## config.mk

```make
export PLATFORM = sky130hd
export DESIGN_NAME = shortest_job_first_dispatcher
export DESIGN_NICKNAME = d
export VERILOG_FILES = /design/src/hdl/sjfd_pkg.sv /design/src/hdl/shortest_job_first_dispatcher.sv /design/src/hdl/sjfd_ram.sv /design/src/hdl/sjfd_heap.sv
export SDC_FILE = /design/constraint.sdc
export NUM_CORES = 2
export LEC_CHECK = 0
export BUFFER_PORTS_ARGS = -buffer_cell sky130_fd_sc_hd__buf_2
export CORE_UTILIZATION = 50
export DETAILED_ROUTE_END_ITERATION = 10
export PLACE_DENSITY_LB_ADDON = 0.15
export RECOVER_POWER = 100
export SKIP_CTS_REPAIR_TIMING = 1
export SLEW_MARGIN = 20
export SYNTH_ARGS = -nofsm -noshare
export SYNTH_HDL_FRONTEND = slang
export SYNTH_SLANG_ARGS = --single-unit
```

## constraint.sdc

```tcl
create_clock -name clk_i -period 16.6 [get_ports clk_i]
set_input_delay 0.83 -clock clk_i [delete_from_list [all_inputs] [get_ports clk_i]]
set_output_delay 0.83 -clock clk_i [all_outputs]
set_load 0.02 [all_outputs]
```

## src/hdl/sjfd_pkg.sv

```systemverilog
// Shared types and default sizes for the shortest-job-first dispatcher.
// No dependencies; used by sjfd_heap and the top level.
package sjfd_pkg;

  localparam int unsigned HeapDepthDef = 64;
  localparam int unsigned IdBitsDef    = 16;
  localparam int unsigned BurstBitsDef = 16;
  localparam int unsigned TimeBits     = 32;

  // One operation request from the dispatcher to the heap sequencer.
  typedef struct packed {
    logic push;
    logic pop;
  } heap_req_t;

endpackage

```

## src/hdl/shortest_job_first_dispatcher.sv

```systemverilog
// Shortest-job-first dispatcher top level: time keeping, run state, command
// handshake and result strobe. Uses sjfd_pkg and sjfd_heap.
//
//   channel  | signals                                          | direction
//   command  | start_i, busy_o, cmd_i, job_id_i, burst_time_i   | in
//   result   | valid_o, dispatched_o, dispatched_id_o,          | out
//            | dropped_o, busy_res_o                            |
//
// A command transfers on start_i high with busy_o low; its result shows on
// valid_o for one cycle. A dropped arrival or a tick without dispatch answers
// the cycle after the transfer. An arrival sifts up and a dispatching tick sifts
// down one heap level at a time over the single heap RAM read port; busy_o stays
// high until the heap sequencer is done.
// Reset clears the heap count, time, end time and run state. The receiver cannot stall.
module shortest_job_first_dispatcher #(
  parameter int unsigned HEAP_DEPTH = sjfd_pkg::HeapDepthDef,
  parameter int unsigned ID_BITS    = sjfd_pkg::IdBitsDef,
  parameter int unsigned BURST_BITS = sjfd_pkg::BurstBitsDef
) (
  input  logic                  clk_i,
  input  logic                  rst_ni,
  input  logic                  start_i,
  output logic                  busy_o,
  input  logic                  cmd_i,
  input  logic [ID_BITS-1:0]    job_id_i,
  input  logic [BURST_BITS-1:0] burst_time_i,
  output logic                  valid_o,
  output logic                  dispatched_o,
  output logic [ID_BITS-1:0]    dispatched_id_o,
  output logic                  dropped_o,
  output logic                  busy_res_o
);

  localparam int unsigned CW = $clog2(HEAP_DEPTH + 1);
  localparam int unsigned TB = sjfd_pkg::TimeBits;

  localparam logic CmdTick = 1'b1;

  typedef enum logic [1:0] {
    S_IDLE = 2'b01,
    S_WAIT = 2'b10
  } top_state_e;

  top_state_e state_q, state_d;
  logic [TB-1:0] now_q, now_d;
  logic [TB-1:0] end_q, end_d;
  logic          running_q, running_d;
  logic          pend_pop_q, pend_pop_d;
  logic          valid_q, valid_d;

  logic               disp_q, disp_d;
  logic [ID_BITS-1:0] disp_id_q, disp_id_d;
  logic               drop_q, drop_d;
  logic               busy_res_q, busy_res_d;

  sjfd_pkg::heap_req_t   req;
  logic [CW-1:0]         count;
  logic                  heap_done;
  logic [ID_BITS-1:0]    top_id;
  logic [BURST_BITS-1:0] top_burst;

  logic          accept;
  logic          full;
  logic [TB-1:0] now_inc;
  logic          still_running;
  logic          do_pop;

  sjfd_heap #(
    .DEPTH      (HEAP_DEPTH),
    .ID_BITS    (ID_BITS),
    .BURST_BITS (BURST_BITS)
  ) u_heap (
    .clk_i       (clk_i),
    .rst_ni      (rst_ni),
    .req_i       (req),
    .id_i        (job_id_i),
    .burst_i     (burst_time_i),
    .count_o     (count),
    .done_o      (heap_done),
    .top_id_o    (top_id),
    .top_burst_o (top_burst)
  );

  assign busy_o        = (state_q == S_WAIT);
  assign accept        = start_i && !busy_o;
  assign full          = (count >= CW'(HEAP_DEPTH));
  assign now_inc       = now_q + 1'b1;
  // end check happens before dispatch, on the advanced time
  assign still_running = running_q && (end_q != now_inc);
  assign do_pop        = !still_running && (count != '0);

  always_comb begin
    state_d    = state_q;
    now_d      = now_q;
    end_d      = end_q;
    running_d  = running_q;
    pend_pop_d = pend_pop_q;
    valid_d    = 1'b0;
    disp_d     = disp_q;
    disp_id_d  = disp_id_q;
    drop_d     = drop_q;
    busy_res_d = busy_res_q;
    req        = '0;

    unique case (state_q)
      S_IDLE: begin
        if (accept) begin
          if (cmd_i == CmdTick) begin
            now_d     = now_inc;
            running_d = still_running;
            if (do_pop) begin
              req.pop    = 1'b1;
              pend_pop_d = 1'b1;
              state_d    = S_WAIT;
            end else begin
              valid_d    = 1'b1;
              disp_d     = 1'b0;
              disp_id_d  = '0;
              drop_d     = 1'b0;
              busy_res_d = still_running;
            end
          end else if (full) begin
            valid_d    = 1'b1;
            disp_d     = 1'b0;
            disp_id_d  = '0;
            drop_d     = 1'b1;
            busy_res_d = running_q;
          end else begin
            req.push   = 1'b1;
            pend_pop_d = 1'b0;
            state_d    = S_WAIT;
          end
        end
      end
      S_WAIT: begin
        if (heap_done) begin
          valid_d = 1'b1;
          drop_d  = 1'b0;
          state_d = S_IDLE;
          if (pend_pop_q) begin
            end_d      = now_q + TB'(top_burst);
            running_d  = 1'b1;
            disp_d     = 1'b1;
            disp_id_d  = top_id;
            busy_res_d = 1'b1;
          end else begin
            disp_d     = 1'b0;
            disp_id_d  = '0;
            busy_res_d = running_q;
          end
        end
      end
      default: begin
        state_d = S_IDLE;
      end
    endcase
  end

  always_ff @(posedge clk_i or negedge rst_ni) begin
    if (!rst_ni) begin
      state_q    <= S_IDLE;
      now_q      <= '0;
      end_q      <= '0;
      running_q  <= 1'b0;
      pend_pop_q <= 1'b0;
      valid_q    <= 1'b0;
    end else begin
      state_q    <= state_d;
      now_q      <= now_d;
      end_q      <= end_d;
      running_q  <= running_d;
      pend_pop_q <= pend_pop_d;
      valid_q    <= valid_d;
    end
  end

  always_ff @(posedge clk_i) begin
    disp_q     <= disp_d;
    disp_id_q  <= disp_id_d;
    drop_q     <= drop_d;
    busy_res_q <= busy_res_d;
  end

  assign valid_o         = valid_q;
  assign dispatched_o    = disp_q;
  assign dispatched_id_o = disp_id_q;
  assign dropped_o       = drop_q;
  assign busy_res_o      = busy_res_q;

endmodule

```

## src/hdl/sjfd_ram.sv

```systemverilog
// Heap storage: one write port, one read port, registered read data.
// No dependencies.
module sjfd_ram #(
  parameter int unsigned AW = 6,
  parameter int unsigned DW = 32
) (
  input  logic          clk_i,
  input  logic          we_i,
  input  logic [AW-1:0] waddr_i,
  input  logic [DW-1:0] wdata_i,
  input  logic [AW-1:0] raddr_i,
  output logic [DW-1:0] rdata_o
);

  logic [DW-1:0] mem_q [2**AW];
  logic [DW-1:0] rdata_q;

  always_ff @(posedge clk_i) begin
    if (we_i) begin
      mem_q[waddr_i] <= wdata_i;
    end
  end

  always_ff @(posedge clk_i) begin
    rdata_q <= mem_q[raddr_i];
  end

  assign rdata_o = rdata_q;

endmodule

```

## src/hdl/sjfd_heap.sv

```systemverilog
// Binary min-heap on burst length: sequencer for sift-up and sift-down over
// one RAM port pair and one shared greater-than comparator. Uses sjfd_pkg, sjfd_ram.
module sjfd_heap #(
  parameter int unsigned DEPTH      = sjfd_pkg::HeapDepthDef,
  parameter int unsigned ID_BITS    = sjfd_pkg::IdBitsDef,
  parameter int unsigned BURST_BITS = sjfd_pkg::BurstBitsDef,
  localparam int unsigned AW = (DEPTH > 1) ? $clog2(DEPTH) : 1,
  localparam int unsigned CW = $clog2(DEPTH + 1)
) (
  input  logic                  clk_i,
  input  logic                  rst_ni,
  input  sjfd_pkg::heap_req_t   req_i,
  input  logic [ID_BITS-1:0]    id_i,
  input  logic [BURST_BITS-1:0] burst_i,
  output logic [CW-1:0]         count_o,
  output logic                  done_o,
  output logic [ID_BITS-1:0]    top_id_o,
  output logic [BURST_BITS-1:0] top_burst_o
);

  localparam int unsigned DW = ID_BITS + BURST_BITS;

  typedef enum logic [9:0] {
    S_IDLE     = 10'b0000000001,
    S_PUSH_RD  = 10'b0000000010,
    S_PUSH_CMP = 10'b0000000100,
    S_POP_TOP  = 10'b0000001000,
    S_POP_LAST = 10'b0000010000,
    S_POP_GET  = 10'b0000100000,
    S_DN_CHK   = 10'b0001000000,
    S_DN_LEFT  = 10'b0010000000,
    S_DN_RIGHT = 10'b0100000000,
    S_DN_CMP   = 10'b1000000000
  } heap_state_e;

  heap_state_e state_q, state_d;
  logic [CW-1:0] count_q, count_d;
  logic [CW-1:0] pos_q, pos_d;
  logic [CW-1:0] cpos_q, cpos_d;
  logic [DW-1:0] new_q, new_d;
  logic [DW-1:0] top_q, top_d;
  logic [DW-1:0] last_q, last_d;
  logic [DW-1:0] child_q, child_d;

  logic          we;
  logic [CW-1:0] wpos;
  logic [DW-1:0] wdata;
  logic [CW:0]   rpos;
  logic [CW-1:0] wpos_m1;
  logic [CW:0]   rpos_m1;
  logic [AW-1:0] waddr;
  logic [AW-1:0] raddr;
  logic [DW-1:0] rdata;

  logic [BURST_BITS-1:0] gt_a, gt_b;
  logic                  gt;
  logic [CW:0]           left_pos;
  logic [CW:0]           count_ext;

  assign left_pos  = {pos_q, 1'b0};
  assign count_ext = {1'b0, count_q};

  // Heap slots are 1-based; RAM addresses are slot - 1.
  assign wpos_m1 = wpos - 1'b1;
  assign rpos_m1 = rpos - 1'b1;
  assign waddr   = wpos_m1[AW-1:0];
  assign raddr   = rpos_m1[AW-1:0];

  sjfd_ram #(
    .AW (AW),
    .DW (DW)
  ) u_ram (
    .clk_i   (clk_i),
    .we_i    (we),
    .waddr_i (waddr),
    .wdata_i (wdata),
    .raddr_i (raddr),
    .rdata_o (rdata)
  );

  // Shared comparator operands
  always_comb begin
    gt_a = '0;
    gt_b = '0;
    unique case (state_q)
      S_PUSH_CMP: begin
        gt_a = rdata[BURST_BITS-1:0];
        gt_b = new_q[BURST_BITS-1:0];
      end
      S_DN_RIGHT: begin
        gt_a = child_q[BURST_BITS-1:0];
        gt_b = rdata[BURST_BITS-1:0];
      end
      S_DN_CMP: begin
        gt_a = last_q[BURST_BITS-1:0];
        gt_b = child_q[BURST_BITS-1:0];
      end
      default: begin
        gt_a = '0;
        gt_b = '0;
      end
    endcase
  end

  assign gt = gt_a > gt_b;

  always_comb begin
    state_d = state_q;
    count_d = count_q;
    pos_d   = pos_q;
    cpos_d  = cpos_q;
    new_d   = new_q;
    top_d   = top_q;
    last_d  = last_q;
    child_d = child_q;
    we      = 1'b0;
    wpos    = pos_q;
    wdata   = new_q;
    rpos    = {1'b0, pos_q};
    done_o  = 1'b0;

    unique case (state_q)
      S_IDLE: begin
        if (req_i.push) begin
          count_d = count_q + 1'b1;
          pos_d   = count_q + 1'b1;
          new_d   = {id_i, burst_i};
          state_d = S_PUSH_RD;
        end else if (req_i.pop) begin
          state_d = S_POP_TOP;
        end
      end
      S_PUSH_RD: begin
        if (pos_q > CW'(1)) begin
          rpos    = {2'b00, pos_q[CW-1:1]};
          state_d = S_PUSH_CMP;
        end else begin
          we      = 1'b1;
          wdata   = new_q;
          done_o  = 1'b1;
          state_d = S_IDLE;
        end
      end
      S_PUSH_CMP: begin
        we = 1'b1;
        if (gt) begin
          // parent moves down into the hole
          wdata   = rdata;
          pos_d   = {1'b0, pos_q[CW-1:1]};
          state_d = S_PUSH_RD;
        end else begin
          wdata   = new_q;
          done_o  = 1'b1;
          state_d = S_IDLE;
        end
      end
      S_POP_TOP: begin
        rpos    = (CW+1)'(1);
        state_d = S_POP_LAST;
      end
      S_POP_LAST: begin
        top_d   = rdata;
        rpos    = count_ext;
        count_d = count_q - 1'b1;
        state_d = S_POP_GET;
      end
      S_POP_GET: begin
        last_d  = rdata;
        pos_d   = CW'(1);
        state_d = S_DN_CHK;
      end
      S_DN_CHK: begin
        if (left_pos <= count_ext) begin
          rpos    = left_pos;
          state_d = S_DN_LEFT;
        end else begin
          we      = 1'b1;
          wdata   = last_q;
          done_o  = 1'b1;
          state_d = S_IDLE;
        end
      end
      S_DN_LEFT: begin
        child_d = rdata;
        cpos_d  = left_pos[CW-1:0];
        if (left_pos != count_ext) begin
          rpos    = {pos_q, 1'b1};
          state_d = S_DN_RIGHT;
        end else begin
          state_d = S_DN_CMP;
        end
      end
      S_DN_RIGHT: begin
        // right child wins only when strictly smaller
        if (gt) begin
          child_d = rdata;
          cpos_d  = cpos_q | CW'(1);
        end
        state_d = S_DN_CMP;
      end
      S_DN_CMP: begin
        we = 1'b1;
        if (gt) begin
          wdata   = child_q;
          pos_d   = cpos_q;
          state_d = S_DN_CHK;
        end else begin
          wdata   = last_q;
          done_o  = 1'b1;
          state_d = S_IDLE;
        end
      end
      default: begin
        state_d = S_IDLE;
      end
    endcase
  end

  always_ff @(posedge clk_i or negedge rst_ni) begin
    if (!rst_ni) begin
      state_q <= S_IDLE;
      count_q <= '0;
    end else begin
      state_q <= state_d;
      count_q <= count_d;
    end
  end

  always_ff @(posedge clk_i) begin
    pos_q   <= pos_d;
    cpos_q  <= cpos_d;
    new_q   <= new_d;
    top_q   <= top_d;
    last_q  <= last_d;
    child_q <= child_d;
  end

  assign count_o     = count_q;
  assign top_id_o    = top_q[DW-1:BURST_BITS];
  assign top_burst_o = top_q[BURST_BITS-1:0];

endmodule
```

==> summary.md <==
| Metric | Value |
|---|---|
| Outcome | complete, but fails checks |
| Failing checks | capacitance limit, slew limit |
| Starting Density | between 50 and 60% |
| Top library cells by usage in the layout, fill and taps aside | edfxtp_1, mux4_2, clkbuf_16 |
| Number of detailed-routing iterations run before antenna repair | 10 |
| Mean area per synthesized cell | 20.8 sq um |
| Boundary Pins | 57 |
| Synthesis-to-finish area growth | 11.4% |
| Post-synth EDFFs | about 2200 |
| Count of final max-slew check failures | 4606 |
| Via count | about 45000 |
| Synthesized cell area | around 93000 sq um |
| Setup slack after layout | around 4600 ps |
| Number of filler cells placed in the layout | around 14000 |
| Nets | roughly 4700 |
| Critical path's largest stage delay | approximately 2700 ps |
| Power per cell area | around 190 nW/um^2 |
| Total core area | between 150000 and 200000 sq um |
| Number of standard cells in the layout, taps in and fillers out | ~7300 |
| Total detailed-routing wirelength | 226000 um |
| Sink Count | between 2000 and 2500 |
| Top cells by area in the synthesized netlist | edfxtp_1, mux4_2, dfrtp_1 |
| Final weighted congestion of routability-driven global placement | 0.835 |
| Ys async rst share | under 10% |
| Max-Slew Margin vs Limit | -160% |
| Kind of critical path | flop to flop |
| Clock slew seen by the registers of the worst setup and hold paths | around 60 ps |
| Combinational fraction of design power | between 30% and 40% |
| Input/output buffers | 56 |
| Die Span X | about 430 um |
| DRC violation total after the first TritonRoute iteration | between 5000 and 6000 |
| YS warnings | 0 |
| Antenna violations before repair | 11 |
| First-pass GRT wire length | around 320000 um |
| Final period demand of the worst path | ~12000 ps |
| Endpoint kind of the worst setup timing path | flop |
| Data required, critical path | approximately 17000 ps |
| Number of buffers on the longest clock path | 3 |
| Max stage delay cell, worst path | clkbuf_1 |
| Placed Cells incl. Taps | approximately 7000 |
| Number of rows created at floorplan | 157 |
| Multi-input gate area | approximately 23000 sq um |
| Post-detailed-route count of antenna-violating nets | 0 |
| Hold Vio Cnt, Final | 0 |
| Die ar. | about 190000 sq um |
| Maximum operating frequency | about 0.083 GHz |
| Transition time at the pin with the least slew margin | between 3000 and 4000 ps |
| Share of layout cells above drive strength 1 | a little under a quarter |
| Overall power of the completed layout | 19.5 mW |
| Number of DRC violations after detailed routing | 0 |
| VDD IR max | 0.000322 V |
| Series of cell instances along the critical path | nor4_1, and4b_1, inv_1, o21ai_0, a221oi_1, ha_1, buf_12, buf_12, clkbuf_1, mux4_2, mux2_2, mux4_2, mux2_2 |
| Area of all sequential standard cells | just under 70000 sq um |
| Sequential element share of the synthesized area | about three quarters |
| Clock Tree Root | clkbuf_16 |
| Critical Path Source Type | flop |
| Post-placement worst setup slack | between 8000 and 9000 ps |
| Number of maximum-capacitance violations | 111 |
| TritonCTS clock tree | built |
| Most common library cell in the layout ignoring fill and taps | edfxtp_1 |
| Post-route worst hold slack | 155 ps |
| Total CTS buffers | between 200 and 250 |
| Final period utilization | around 72% |
| Max H-tree Level | 4 |
| Share of the synthesized area in the top cell type | a little under three quarters |
| Source-to-sink clock delay at the later pin of the worst-skew pair | roughly 860 ps |
| Pin count of the biggest net entering global routing | roughly 130 |
| Final worst clock skew | roughly 33 ps |
| RSZ-0062 raised after global routing | no |
| Mean number of vias per cell | slightly above 6 |
| Clock network fraction of total power | roughly a quarter |
| Critical-path maximum fanout | between 100 and 150 |
| Tightest Hold Check Type | primary input to flop |
| Sw Ratio | between 30 and 40% |
| Cell accounting for the most synthesized area | edfxtp_1 |
| Worst path arrival time | 12730 ps |
| Setup TNS | 0 ps |
| Syn Inst Count | 4449 |
| Most instantiated flip-flop cell in the synthesis netlist | edfxtp_1 |
| Routed len/inst | just over 30 um |
| Static leakage | approximately 33 nW |
| Number of distinct library cells after synthesis | 81 |
| Height of the die | 433 um |
| Net Switching | about 6.3 mW |
| Pint | between 10 and 15 mW |
| Number of nets produced by synthesis | approximately 4500 |
| Gr ovfl total | 0 |
| GRT Total Usage | between 20% and 30% |
| Vias in the first global route | ~45000 |
| Count of final setup violators | 0 |
| Half-perimeter wire length after placement | around 120000 um |
| Share of power burned in registers | a little over a third |
| Seq cells post-synth | between 2000 and 2500 |
## logic make-up (layout without fill, tap and decap cells)
kind of cell,count (synthesis),count (layout),share of synthesized area [%]
DFF,2327,2327,74.6
muxes,930,930,17.6
and+or+nand+nor,497,497,2.57
AOI/OAI and AO/OA,265,265,2.03
buffers and inverters,265,636,1.39
xor gates and xnor gates,118,118,1.13
adders and majority gates,47,47,0.643
other,0,1,0
## path summary, 6_finish.rpt
check	startpoint	to	slack [ps]	cells past startpoint
min reg2reg	end_q[10]	end_q[10]	500	2
max in group asynchronous	rst_ni	end_q[8]	11900	3
max reg2reg	u_heap.state_q[9]	u_heap.u_ram.rdata_o[4]	4600	13
max	u_heap.state_q[9]	u_heap.u_ram.rdata_o[4]	4600	13
min in group asynchronous	rst_ni	u_heap.count_o[4]	1040	2
min	burst_time_i[14]	u_heap.new_q[14]	160	1
## per-stage QoR
| step | utilization, % | area, sq um |
|---|---|---|
| global route | 56.2 | 103000 |
| detailed placement | 52.5 | 96500 |
| floorplan | - | 92700 |
| global placement | 52.5 | 96500 |
| finish | 56.2 | 103000 |
| CTS | 56.5 | 104000 |
## synth_stat cells (18+ instances only)
library cell	n
a21oi_1	48
a221o_1	18
a222oi_1	33
a22oi_1	27
and3_1	21
buf_1	20
buf_2	28
buf_4	26
buf_6	21
clkbuf_1	132
dfrtp_1	84
dfxtp_1	32
edfxtp_1	2209
ha_1	46
inv_1	35
mux2_1	34
mux2_2	157
mux2i_1	196
mux4_2	543
nand2_1	201
nand3_1	33
nand4_1	22
nor2_1	125
nor3_1	18
o21ai_0	65
xnor2_1	75
xor2_1	41
## flip-flops by register name, summed over array words and instances, names as in the netlist, 2 cells and up
register / count
u_heap.child_q: 32
state_q: 2
u_heap.top_q: 32
u_heap.count_o: 7
u_heap.u_ram.mem_q: 2048
u_heap.u_ram.rdata_o: 32
u_heap.cpos_q: 7
u_heap.state_q: 10
u_heap.pos_q: 7
dispatched_id_o: 16
now_q: 32
end_q: 32
u_heap.last_q: 32
u_heap.new_q: 32
## worst max-delay path, delay by kind of cell (launching register included)
family	cells	cell delay, ps
and+or+nand+nor	2	2540
muxes	4	1620
AOI/OAI and AO/OA	2	430
buffers and inverters	4	4570
adders and majority gates	1	1990
DFF	1	420
## layout make-up
type                            instances  share of cell area (%)
Inverter                               37                   0.135
Timing Repair Buffer                  173                   0.866
Clock buffer                          326                    6.17
Clock inverter                        100                   0.916
Multi-Input combinational cell       1857                    22.0
Sequential cell                      2327                    67.0
Tap cell                             2464                    2.99
Antenna cell                            1                 0.00242
## per-layer routing
layer  up-vias  global-route usage (%)  part of all wire, %
met2      1689                    39.2                   48
met3       292                    4.01                  7.3
met5         -                       0                0.012
met4         4                    5.82                  2.0
met1     24100                    35.3                   42
li1      18800                       -                    -
## power by group through the flow
stage	logic [mW]	clock network (mW)	registers, mW
floorplan	5.35	0	6.98
global placement	7.29	0	7.14
detailed placement	7.34	0	7.14
CTS	7.37	5.14	7.02
global route	7.89	5.35	7.06
finish	7.43	5.06	7.04
(Power assumes the default switching activity.)
